**src/rtl/mbet_pkg.sv**
```systemverilog
// Package for the Mandelbrot escape-time block: payload structs, register
// indexes, fixed field widths and default parameter values.
// No dependencies; mandelbrot_escape_time imports it.
package mbet_pkg;

  localparam int FRAC_BITS_DEF  = 28;
  localparam int COORD_BITS_DEF = 32;

  // Row and column fields are fixed at this width.
  localparam int PIXEL_INDEX_BITS = 10;

  localparam int EDGE_W  = 32;
  localparam int STEP_W  = 31;
  localparam int COUNT_W = 16;
  localparam int CFG_IDX_W  = 3;
  localparam int CFG_DATA_W = 32;

  // Escape bounds: |z|^2 against ESCAPE_NORM, a single part against ESCAPE_PART.
  localparam int ESCAPE_NORM = 4;
  localparam int ESCAPE_PART = 2;

  // Configuration register indexes.
  localparam logic [CFG_IDX_W-1:0] REG_LEFT_EDGE  = 3'd0;
  localparam logic [CFG_IDX_W-1:0] REG_TOP_EDGE   = 3'd1;
  localparam logic [CFG_IDX_W-1:0] REG_STEP_REAL  = 3'd2;
  localparam logic [CFG_IDX_W-1:0] REG_STEP_IMAG  = 3'd3;
  localparam logic [CFG_IDX_W-1:0] REG_ITER_LIMIT = 3'd4;

  // Register reset values.
  localparam logic signed [EDGE_W-1:0] LEFT_EDGE_RST  = -32'sd778772865;
  localparam logic signed [EDGE_W-1:0] TOP_EDGE_RST   = 32'sd301989888;
  localparam logic [STEP_W-1:0]        STEP_REAL_RST  = 31'd1258291;
  localparam logic [STEP_W-1:0]        STEP_IMAG_RST  = 31'd1258291;
  localparam logic [COUNT_W-1:0]       ITER_LIMIT_RST = 16'd15000;

  typedef struct packed {
    logic [PIXEL_INDEX_BITS-1:0] pixel_row;
    logic [PIXEL_INDEX_BITS-1:0] pixel_col;
  } in_t;

  typedef struct packed {
    logic [COUNT_W-1:0] iteration_count;
    logic               escaped;
  } out_t;

endpackage

```
**src/rtl/mandelbrot_escape_time.sv**
```systemverilog
// Channel   Ports                                   Direction  Flow
// request   start, busy, in_data                    in         start taken when busy is low
// result    out_valid, out_data                     out        one-cycle strobe, no stall
// config    cfg_valid, cfg_ready, cfg_index, cfg_data  in      valid and ready; ready when idle
//
// A request first forms point c through the shared multiplier, then runs each iteration as
// x^2, y^2, test and x*y, update; the single registered multiplier sets these steps. It ends
// in the x^2 step when a part of z exceeds 2, or in the test step when the magnitude test
// or the limit stops it. The result strobe comes in the cycle after, with busy already low.
// Reset (rst_n low, synchronous) loads the register defaults and idles the sequencer.
// Depends on mbet_pkg and mbet_mul.
module mandelbrot_escape_time #(
  parameter int FRAC_BITS  = mbet_pkg::FRAC_BITS_DEF,
  parameter int COORD_BITS = mbet_pkg::COORD_BITS_DEF
) (
  input  logic                                clk,
  input  logic                                rst_n,
  input  logic                                start,
  output logic                                busy,
  input  mbet_pkg::in_t                       in_data,
  output logic                                out_valid,
  output mbet_pkg::out_t                      out_data,
  input  logic                                cfg_valid,
  output logic                                cfg_ready,
  input  logic [mbet_pkg::CFG_IDX_W-1:0]      cfg_index,
  input  logic [mbet_pkg::CFG_DATA_W-1:0]     cfg_data
);
  import mbet_pkg::*;

  localparam int MAG_W   = FRAC_BITS + 2;
  localparam int MUL_W   = (MAG_W > STEP_W) ? MAG_W : STEP_W;
  localparam int SQ_W    = 2 * MAG_W;
  localparam int CP_W    = PIXEL_INDEX_BITS + STEP_W;
  localparam int TERM_W  = FRAC_BITS + 6;
  localparam int CSUM_W  = ((COORD_BITS > CP_W + 1) ? COORD_BITS : CP_W + 1) + 1;
  localparam int ADD_W   = ((COORD_BITS > TERM_W) ? COORD_BITS : TERM_W) + 1;
  localparam int SAT_W   = (CSUM_W > ADD_W) ? CSUM_W : ADD_W;

  localparam logic [COORD_BITS-1:0] BOUND = COORD_BITS'(ESCAPE_PART) << FRAC_BITS;
  localparam logic [SQ_W:0] THR = (SQ_W + 1)'(ESCAPE_NORM / 4) << (2 * FRAC_BITS + 2);

  localparam logic [2:0] ST_IDLE = 3'd0;
  localparam logic [2:0] ST_MRE  = 3'd1;
  localparam logic [2:0] ST_MIM  = 3'd2;
  localparam logic [2:0] ST_CIM  = 3'd3;
  localparam logic [2:0] ST_SQX  = 3'd4;
  localparam logic [2:0] ST_SQY  = 3'd5;
  localparam logic [2:0] ST_CHK  = 3'd6;
  localparam logic [2:0] ST_UPD  = 3'd7;

  function automatic logic signed [COORD_BITS-1:0] sat_coord(
    input logic signed [SAT_W-1:0] v
  );
    logic [SAT_W-COORD_BITS:0] hi;
    hi = v[SAT_W-1:COORD_BITS-1];
    if ((&hi) || !(|hi)) return v[COORD_BITS-1:0];
    return {v[SAT_W-1], {(COORD_BITS-1){~v[SAT_W-1]}}};
  endfunction

  logic signed [EDGE_W-1:0]     left_edge_r, top_edge_r;
  logic [STEP_W-1:0]            step_real_r, step_imag_r;
  logic [COUNT_W-1:0]           iter_limit_r;

  logic [2:0]                   state_r;
  logic [PIXEL_INDEX_BITS-1:0]  row_r, col_r;
  logic signed [COORD_BITS-1:0] c_re_r, c_im_r, x_r, y_r;
  logic [COUNT_W-1:0]           n_r;
  logic [SQ_W-1:0]              x2_r;
  logic signed [SQ_W:0]         diff_r;
  logic                         neg_r;
  logic                         out_valid_r;
  out_t                         out_data_r;

  logic [MUL_W-1:0]             op_a, op_b;
  logic [2*MUL_W-1:0]           prod_r;

  logic [COORD_BITS-1:0]        mx, my;
  logic                         big_part;
  logic [SQ_W-1:0]              prod_sq;
  logic [SQ_W:0]                sq_sum;
  logic signed [CSUM_W-1:0]     left_ext, top_ext, cp_ext;
  logic signed [SQ_W+1:0]       two_p;
  logic signed [TERM_W-1:0]     term_x, term_y;
  logic signed [SAT_W-1:0]      x_sum, y_sum;

  mbet_mul #(.OP_W(MUL_W)) u_mul (
    .clk    (clk),
    .op_a   (op_a),
    .op_b   (op_b),
    .prod_r (prod_r)
  );

  assign mx       = x_r[COORD_BITS-1] ? COORD_BITS'(-x_r) : COORD_BITS'(x_r);
  assign my       = y_r[COORD_BITS-1] ? COORD_BITS'(-y_r) : COORD_BITS'(y_r);
  assign big_part = (mx > BOUND) || (my > BOUND);
  assign prod_sq  = prod_r[SQ_W-1:0];
  assign sq_sum   = {1'b0, x2_r} + {1'b0, prod_sq};

  assign left_ext = CSUM_W'(left_edge_r);
  assign top_ext  = CSUM_W'(top_edge_r);
  assign cp_ext   = CSUM_W'(prod_r[CP_W-1:0]);

  // New z: both terms are floor-shifted before c is added, as an arithmetic shift does.
  assign two_p  = neg_r ? -$signed({1'b0, prod_sq, 1'b0}) : $signed({1'b0, prod_sq, 1'b0});
  assign term_x = TERM_W'(diff_r >>> FRAC_BITS);
  assign term_y = TERM_W'(two_p >>> FRAC_BITS);
  assign x_sum  = SAT_W'(term_x) + SAT_W'(c_re_r);
  assign y_sum  = SAT_W'(term_y) + SAT_W'(c_im_r);

  always_comb begin
    op_a = '0;
    op_b = '0;
    unique case (state_r)
      ST_MRE: begin
        op_a = MUL_W'(col_r);
        op_b = MUL_W'(step_real_r);
      end
      ST_MIM: begin
        op_a = MUL_W'(row_r);
        op_b = MUL_W'(step_imag_r);
      end
      ST_SQX: begin
        op_a = MUL_W'(MAG_W'(mx));
        op_b = MUL_W'(MAG_W'(mx));
      end
      ST_SQY: begin
        op_a = MUL_W'(MAG_W'(my));
        op_b = MUL_W'(MAG_W'(my));
      end
      ST_CHK: begin
        op_a = MUL_W'(MAG_W'(mx));
        op_b = MUL_W'(MAG_W'(my));
      end
      default: begin
        op_a = '0;
        op_b = '0;
      end
    endcase
  end

  always_ff @(posedge clk) begin
    if (!rst_n) begin
      left_edge_r  <= LEFT_EDGE_RST;
      top_edge_r   <= TOP_EDGE_RST;
      step_real_r  <= STEP_REAL_RST;
      step_imag_r  <= STEP_IMAG_RST;
      iter_limit_r <= ITER_LIMIT_RST;
    end else if (cfg_valid && cfg_ready) begin
      unique case (cfg_index)
        REG_LEFT_EDGE:  left_edge_r  <= cfg_data;
        REG_TOP_EDGE:   top_edge_r   <= cfg_data;
        REG_STEP_REAL:  step_real_r  <= cfg_data[STEP_W-1:0];
        REG_STEP_IMAG:  step_imag_r  <= cfg_data[STEP_W-1:0];
        REG_ITER_LIMIT: iter_limit_r <= cfg_data[COUNT_W-1:0];
        default: ;
      endcase
    end
  end

  always_ff @(posedge clk) begin
    if (!rst_n) begin
      state_r     <= ST_IDLE;
      out_valid_r <= 1'b0;
    end else begin
      out_valid_r <= 1'b0;
      unique case (state_r)
        ST_IDLE: begin
          if (start) state_r <= ST_MRE;
        end
        ST_MRE: state_r <= ST_MIM;
        ST_MIM: state_r <= ST_CIM;
        ST_CIM: state_r <= ST_SQX;
        ST_SQX: begin
          if (big_part) begin
            state_r     <= ST_IDLE;
            out_valid_r <= 1'b1;
          end else begin
            state_r <= ST_SQY;
          end
        end
        ST_SQY: state_r <= ST_CHK;
        ST_CHK: begin
          if ((sq_sum > THR) || (n_r >= iter_limit_r)) begin
            state_r     <= ST_IDLE;
            out_valid_r <= 1'b1;
          end else begin
            state_r <= ST_UPD;
          end
        end
        ST_UPD: state_r <= ST_SQX;
        default: state_r <= ST_IDLE;
      endcase
    end
  end

  always_ff @(posedge clk) begin
    unique case (state_r)
      ST_IDLE: begin
        row_r <= in_data.pixel_row;
        col_r <= in_data.pixel_col;
        x_r   <= '0;
        y_r   <= '0;
        n_r   <= '0;
      end
      ST_MIM: c_re_r <= sat_coord(SAT_W'(left_ext + cp_ext));
      ST_CIM: c_im_r <= sat_coord(SAT_W'(top_ext - cp_ext));
      ST_SQX: begin
        out_data_r.iteration_count <= n_r;
        out_data_r.escaped         <= 1'b1;
      end
      ST_SQY: x2_r <= prod_sq;
      ST_CHK: begin
        out_data_r.iteration_count <= n_r;
        out_data_r.escaped         <= sq_sum > THR;
        diff_r <= $signed({1'b0, x2_r}) - $signed({1'b0, prod_sq});
        neg_r  <= x_r[COORD_BITS-1] ^ y_r[COORD_BITS-1];
      end
      ST_UPD: begin
        x_r <= sat_coord(x_sum);
        y_r <= sat_coord(y_sum);
        n_r <= n_r + COUNT_W'(1);
      end
      default: ;
    endcase
  end

  assign busy      = (state_r != ST_IDLE);
  assign out_valid = out_valid_r;
  assign out_data  = out_data_r;
  // Registers change only between requests.
  assign cfg_ready = ~busy;

endmodule

```
**src/rtl/mbet_mul.sv**
```systemverilog
// Shared unsigned multiplier for the escape-time block, product registered.
// Depends on nothing but its parameter; instanced by mandelbrot_escape_time.
module mbet_mul #(
  parameter int OP_W = 31
) (
  input  logic              clk,
  input  logic [OP_W-1:0]   op_a,
  input  logic [OP_W-1:0]   op_b,
  output logic [2*OP_W-1:0] prod_r
);

  always_ff @(posedge clk) begin
    prod_r <= op_a * op_b;
  end

endmodule

```
**config.mk**
```make
export PLATFORM = sky130hd
export DESIGN_NAME = mandelbrot_escape_time
export DESIGN_NICKNAME = d
export VERILOG_FILES = /design/src/rtl/mbet_pkg.sv /design/src/rtl/mandelbrot_escape_time.sv /design/src/rtl/mbet_mul.sv
export SDC_FILE = /design/constraint.sdc
export NUM_CORES = 2
export LEC_CHECK = 0
export CAP_MARGIN = 10
export CORE_MARGIN = 10
export CORE_UTILIZATION = 52
export DETAILED_ROUTE_END_ITERATION = 8
export DONT_BUFFER_PORTS = 1
export PLACE_DENSITY = 0.67
export SLEW_MARGIN = 20
export SYNTH_ARGS = -nofsm -noshare
export SYNTH_HDL_FRONTEND = slang
export SYNTH_SLANG_ARGS = --single-unit
```
**constraint.sdc**
```tcl
create_clock -name clk -period 28 [get_ports clk]
set_clock_uncertainty 0.15 [all_clocks]
set_input_delay 1.4 -clock clk [delete_from_list [all_inputs] [get_ports clk]]
set_output_delay 1.4 -clock clk [all_outputs]
set_load 0.005 [all_outputs]
```
# Word level (Yosys, flattened, before mapping)
# Cells that the tools add are included.
# W data, S select, Z words.
op_classes:
  addsub: 10
  multipliers: 1
  n_lt_le_gt_ge: 4
  n_eq_ne: 12
  mux: 32
  bitwise: 6
  n_reduce_logical: 32
ops:
  columns: ["op", "count"]
  rows:
  - ["$mux W32", 10]
  - ["$pmux W32 S2", 2]
  - ["$pmux W31 S4", 1]
  - ["$pmux W30 S4", 1]
  - ["$gt A32 B30 Y1 const B", 2]
  - ["$neg A32 Y32", 2]
  - ["$mux W62", 1]
  - ["$neg A61 Y62", 1]
  - ["$add A60 B60 Y61", 1]
  - ["$gt A61 B59 Y1 const B", 1]
  - ["$sub A60 B60 Y61", 1]
  - ["$mul A30 B31 Y60", 1]
  - ["$reduce_and A12 Y1", 4]
  - ["$reduce_or A12 Y1", 4]
  - ["$add A32 B42 Y43", 1]
  - ["$sub A32 B42 Y43", 1]
  - ["$add A34 B32 Y35", 1]
  - ["$add A33 B32 Y34", 1]
  - ["$pmux W17 S2", 1]
  - ["$pmux W16 S2", 1]
  - ["$pmux W3 S7", 1]
  - ["$add A16 B1 Y16 const B", 1]
  - ["$ge A16 B16 Y1", 1]
  - ["$eq A3 B3 Y1 const B", 5]
  - ["16 further kinds", 51]
word_totals:
  ff_bits: 509
  in_bits: 59
  out_inout_bits: 20
  elab_cells: 117

# Depth between registers and ports, before layout
depth:
  word_depth: 10
  mapped_depth: 43
  mapped_depth_nobuf: 42

# Modules after synthesis
# A second synthesis with hierarchy kept.
hier_totals:
  cells_unflattened: 7607
  area_unflattened_um2: 66583.9
by_module_without_submodules:
  columns: ["module", "n_inst", "cells_each", "area_per_inst_um2", "seq_area_each_um2"]
  rows:
  - ["mandelbrot_escape_time", 1, 4057, 33930.0, 11180.7]
  - ["mbet_mul", 1, 3550, 32653.8, 1241.2]

# Worst setup path before layout
# OpenSTA, ideal clock, no wires.
synth_timing:
  kind: "register to register"
  startpoint: "reg x_r[10]"
  endpoint: "reg u_mul.prod_r[59]"
  setup_time_ns: 0.072
  t_arrival_ns: 10.357
  required_ns: 27.778
  setup_slack_ns: 17.420
  stages_incl_launch_ff: 41
  path_buffers: 1
  period_less_slack_ns: 10.580
  cell_sequence: "edfxtp_1 -> or4_4 -> nand4bb_1 -> or3_1 -> or2_1 -> or4_1 -> or4_1 -> o21ai_0 -> xor2_1 -> o22ai_1 -> nand2_1 -> o21ai_1 -> clkbuf_1 -> o21ai_0 -> fa_1 -> fa_1 -> inv_1 -> fa_1 -> [... 5 more ...] -> fa_1 -> inv_1 -> fa_1 -> inv_1 -> ha_1 -> a21oi_1 -> o21ai_0 -> a41oi_1 -> and3b_1 -> a21boi_1 -> o41ai_1 -> o21ai_1 -> o211ai_1 -> o21ai_1 -> nor3_1 -> o21bai_1 -> a21oi_1 -> xnor2_1"
synth_via:
  elab_chain_cells: 4
  word_cells_on_any_way: 5
  classes_between: "add/sub (1); mul (1); mux (3)"
synth_lines:
  columns: ["element", "line", "rtl"]
  rows:
  - ["start: declaration", "mandelbrot_escape_time.sv:66", "logic signed [COORD_BITS-1:0] c_re_r, c_im_r, x_r, y_r;"]
  - ["start signal: assignment", "mandelbrot_escape_time.sv:219", "x_r <= sat_coord(x_sum);"]
  - ["$neg A32 Y32", "mandelbrot_escape_time.sv:93", "assign mx = x_r[COORD_BITS-1] ? COORD_BITS'(-x_r) : COORD_BITS'(x_r);"]
  - ["$mux W32 (*)", "mandelbrot_escape_time.sv:93", null]
  - ["$pmux W30 S4 / $pmux W31 S4 (equally long branches)", "mandelbrot_escape_time.sv:113", "unique case (state_r)"]
  - ["$mul A30 B31 Y60 (*)", "mbet_mul.sv:13", "prod_r <= op_a * op_b;"]
  - ["end signal: assignment", "mbet_mul.sv:13", null]
  - ["end: declaration", "mbet_mul.sv:9", "output logic [2*OP_W-1:0] prod_r"]
# Every way passes the cells marked *; elsewhere a longest branch is shown, timed or not.
# A chain may end at the register's enable or synchronous reset.

# Worst setup path after layout
layout_timing:
  startpoint: "reg x_r[6]"
  endpoint: "reg u_mul.prod_r[59]"
# Same word-level chain as after synthesis.

==> run metrics <==
master of the slowest instance on the critical path=o41ai_2; Die ar.=135400 sq um; crit end category=flip-flop; final critical-path share of the clock period=0.4367; clock buffer depth=3; Hold Worst Slack=0.3030 ns; vias in the first global route=53140; required time at the endpoint of the critical path=28.42 ns; Wirelength per Cell=26.11 um; number of enable-type register cells in the synthesized netlist=275; worst-skew pair later-pin latency=0.69 ns; clock tree from TritonCTS=done; hold buffer count at CTS=0; num rows=127; type of the tightest min-delay check=flip-flop to flip-flop; router iterations before antenna repair=7; biggest area contributors in the synthesized netlist=fa_1 26%, edfxtp_1 13%, ha_1 11%; overall power consumption=3.081 mW; core area=120100 sq um; setup TNS=0 ns; register area share after synthesis=0.1966; Arr. time, crit path=12.64 ns; Setup Fix Bufs, Post-CTS=0; routed wire length=230.4 mm; clock-pin slew on the worst setup and hold paths=0.06 ns; FFs w/ async S/R, synth=0; input/output buffers=0; area fraction of the dominant cell type after synthesis=0.2581; transition time at the pin with the least slew margin=1.221 ns; Worst path most repeated cell=fa_1; flip-flop cell with the highest count after synthesis=edfxtp_1; startpoint kind of the worst setup timing path=flip-flop; Final min period=12.23 ns; worst slew slack as a fraction of its limit=0.1862; largest net degree at the start of global routing=92; Boundary Pins=79; overall die width=368.0 um; worst stage delay on the critical path=0.72 ns; total global routing overflow=0; DPL Wire Length=185.5 mm; Area Overhead vs Synth=6.153%; classification of the worst setup path=flip-flop to flip-flop; Mapped Cells=7286; max capacitance violation total=0; post-synthesis instance area=62970 sq um; placer's final routability congestion estimate=0.9972; share of layout cells above drive strength 1=0.04565; vias per cell=6.181; Power per Cell Area=46.09 nW/um^2; number of failing hold endpoints at the final stage=0; Warnings, synthesis=0; IR Drop Worst-Case VDD=54.92 uV; final max-slew violation count=0; combined global-route utilization of all metal layers=0.3352; nets=8566; Vert. Die Dim=368.0 um; starting density of the core=0.5242; # setup viols final=0; outcome=finished clean; H-tree depth=2; Clock Tree Root=clkbuf_16; Yosys cell types=99; antenna violations before repair=10; number of buffers created by CTS=56; setup repair after global routing missed its margin=false; DRC violation count after routing=0; Post-CTS Resized=0; highest clock rate=81.79 MHz; total number of vias=54550; wire length of the first global-routing pass=344.7 mm; drt first-iter violations=6029; leakage dissipation=30.03 nW; cell type with the largest total area after synthesis=fa_1; Clock Sink Count=481; flop and latch count out of synthesis=481; largest fanout of any net on the critical path=16; number of routed nets with antenna violations=0; Syn Area/Cell=8.643 sq um
-- cells in the mapped netlist (34+ instances only) --
master and number:
ha_1 535, nand4_1 50, inv_1 1042, xor2_1 137, nor2_1 721, o211ai_1 38
a22oi_1 34, edfxtp_1 275, and3_1 43, nor3_1 81, fa_1 812, a211oi_1 36
o21ai_0 251, a21oi_1 431, nand2b_1 57, xnor2_1 176, o21bai_1 35, o31ai_1 65
dfxtp_1 206, nor2b_1 61, o22ai_1 49, nor4_1 64, o21a_1 72, clkbuf_1 282
o21ai_1 66, or3_1 36, nand3_1 127, nand2_1 910, a21o_1 137
-- worst max-delay path, delay by kind of cell, from the launching register on --
| kind | cells | cell delay (ns) |
|---|---|---|
| simple gates | 9 | 2.96 |
| buf+inv | 5 | 0.24 |
| xor+xnor | 2 | 0.32 |
| compound gates | 14 | 3.59 |
| fa+ha+maj | 9 | 4.37 |
| flops | 1 | 0.44 |
-- layer usage --
metal | vias up | part of all wire | track usage
met3 | 454 | 0.11 | 0.07515
li1 | 23900 | - | -
met4 | 2 | 0.042 | 0.1187
met1 | 27340 | 0.42 | 0.4796
met2 | 2854 | 0.42 | 0.4955
met5 | - | 0.000056 | 0
-- final timing paths --
| path | from | end | slack [ns] | cells past startpoint |
|---|---|---|---|---|
| hold reg to reg | iter_limit_r[5] | iter_limit_r[5] | 0.30 | 2 |
| hold / removal | iter_limit_r[5] | iter_limit_r[5] | 0.30 | 2 |
| setup / recovery | x_r[6] | u_mul.prod_r[59] | 15.77 | 39 |
| setup reg to reg | x_r[6] | u_mul.prod_r[59] | 15.77 | 39 |
-- where the power goes --
group,internal [mW],switching [mW]
clock,0.421,0.334
combinational,0.454,0.934
sequential,0.823,0.114
-- placed cells by master (no fill, tap or decap), drive strengths merged, types with 43 or more instances in the layout --
cell type / count
inv: 1060
nand2: 911
fa: 812
nor2: 721
ha: 535
a21oi: 432
o21ai: 318
edfxtp: 275
dfxtp: 206
xnor2: 176
xor2: 138
a21o: 137
nand3: 127
buf: 118
nor3: 84
o21a: 73
o31ai: 66
clkbuf: 66
nor4: 65
nor2b: 61
nand2b: 57
nand4: 50
o22ai: 49
and3: 43
-- metrics by stage --
stage                     worst slack, ns    util  cell area [sq um]  instances
after global routing                15.06  0.5563              66830       8819
after detailed placement            15.62  0.5404              64920       8712
after global placement              15.79  0.5403              64910       8711
after CTS                           15.54  0.5560              66790       8817
after floorplan                     17.42       -              63040       7303
final                               15.77  0.5565              66850       8825
-- registers in the layout (all words and copies together) (netlist names), 31 cells and up --
signal / cells
left_edge_r: 32
u_mul.prod_r: 60
x2_r: 60
c_re_r: 32
step_real_r: 31
diff_r: 33
step_imag_r: 31
top_edge_r: 32
y_r: 32
c_im_r: 32
x_r: 32
-- cell type report --
cell class | instances | area [sq um]
fill | 11140 | 53280
clock inverter | 40 | 387.9
tap | 1612 | 2017
sequential | 481 | 12390
clock buffer | 65 | 1486
multi-input combinational | 5443 | 45680
antenna | 6 | 15.01
inverter | 1059 | 3975
timing repair buffer | 119 | 898.4
-- logic make-up (layout without fill, tap and decap cells) --
| logic type | Yosys count | after routing | synth area share |
|---|---|---|---|
| XOR/XNOR | 314 | 314 | 0.04379 |
| buffers and inverters | 1379 | 1283 | 0.08263 |
| flip-flops | 481 | 481 | 0.1966 |
| multiplexers | 24 | 24 | 0.003934 |
| adder cells (fa/ha/maj) | 1347 | 1347 | 0.3644 |
| AO/OA/AOI/OAI | 1475 | 1475 | 0.1499 |
| AND/OR/NAND/NOR | 2264 | 2264 | 0.1585 |
| other | 2 | 25 | 0.0001193 |
(Power assumes the default switching activity.)
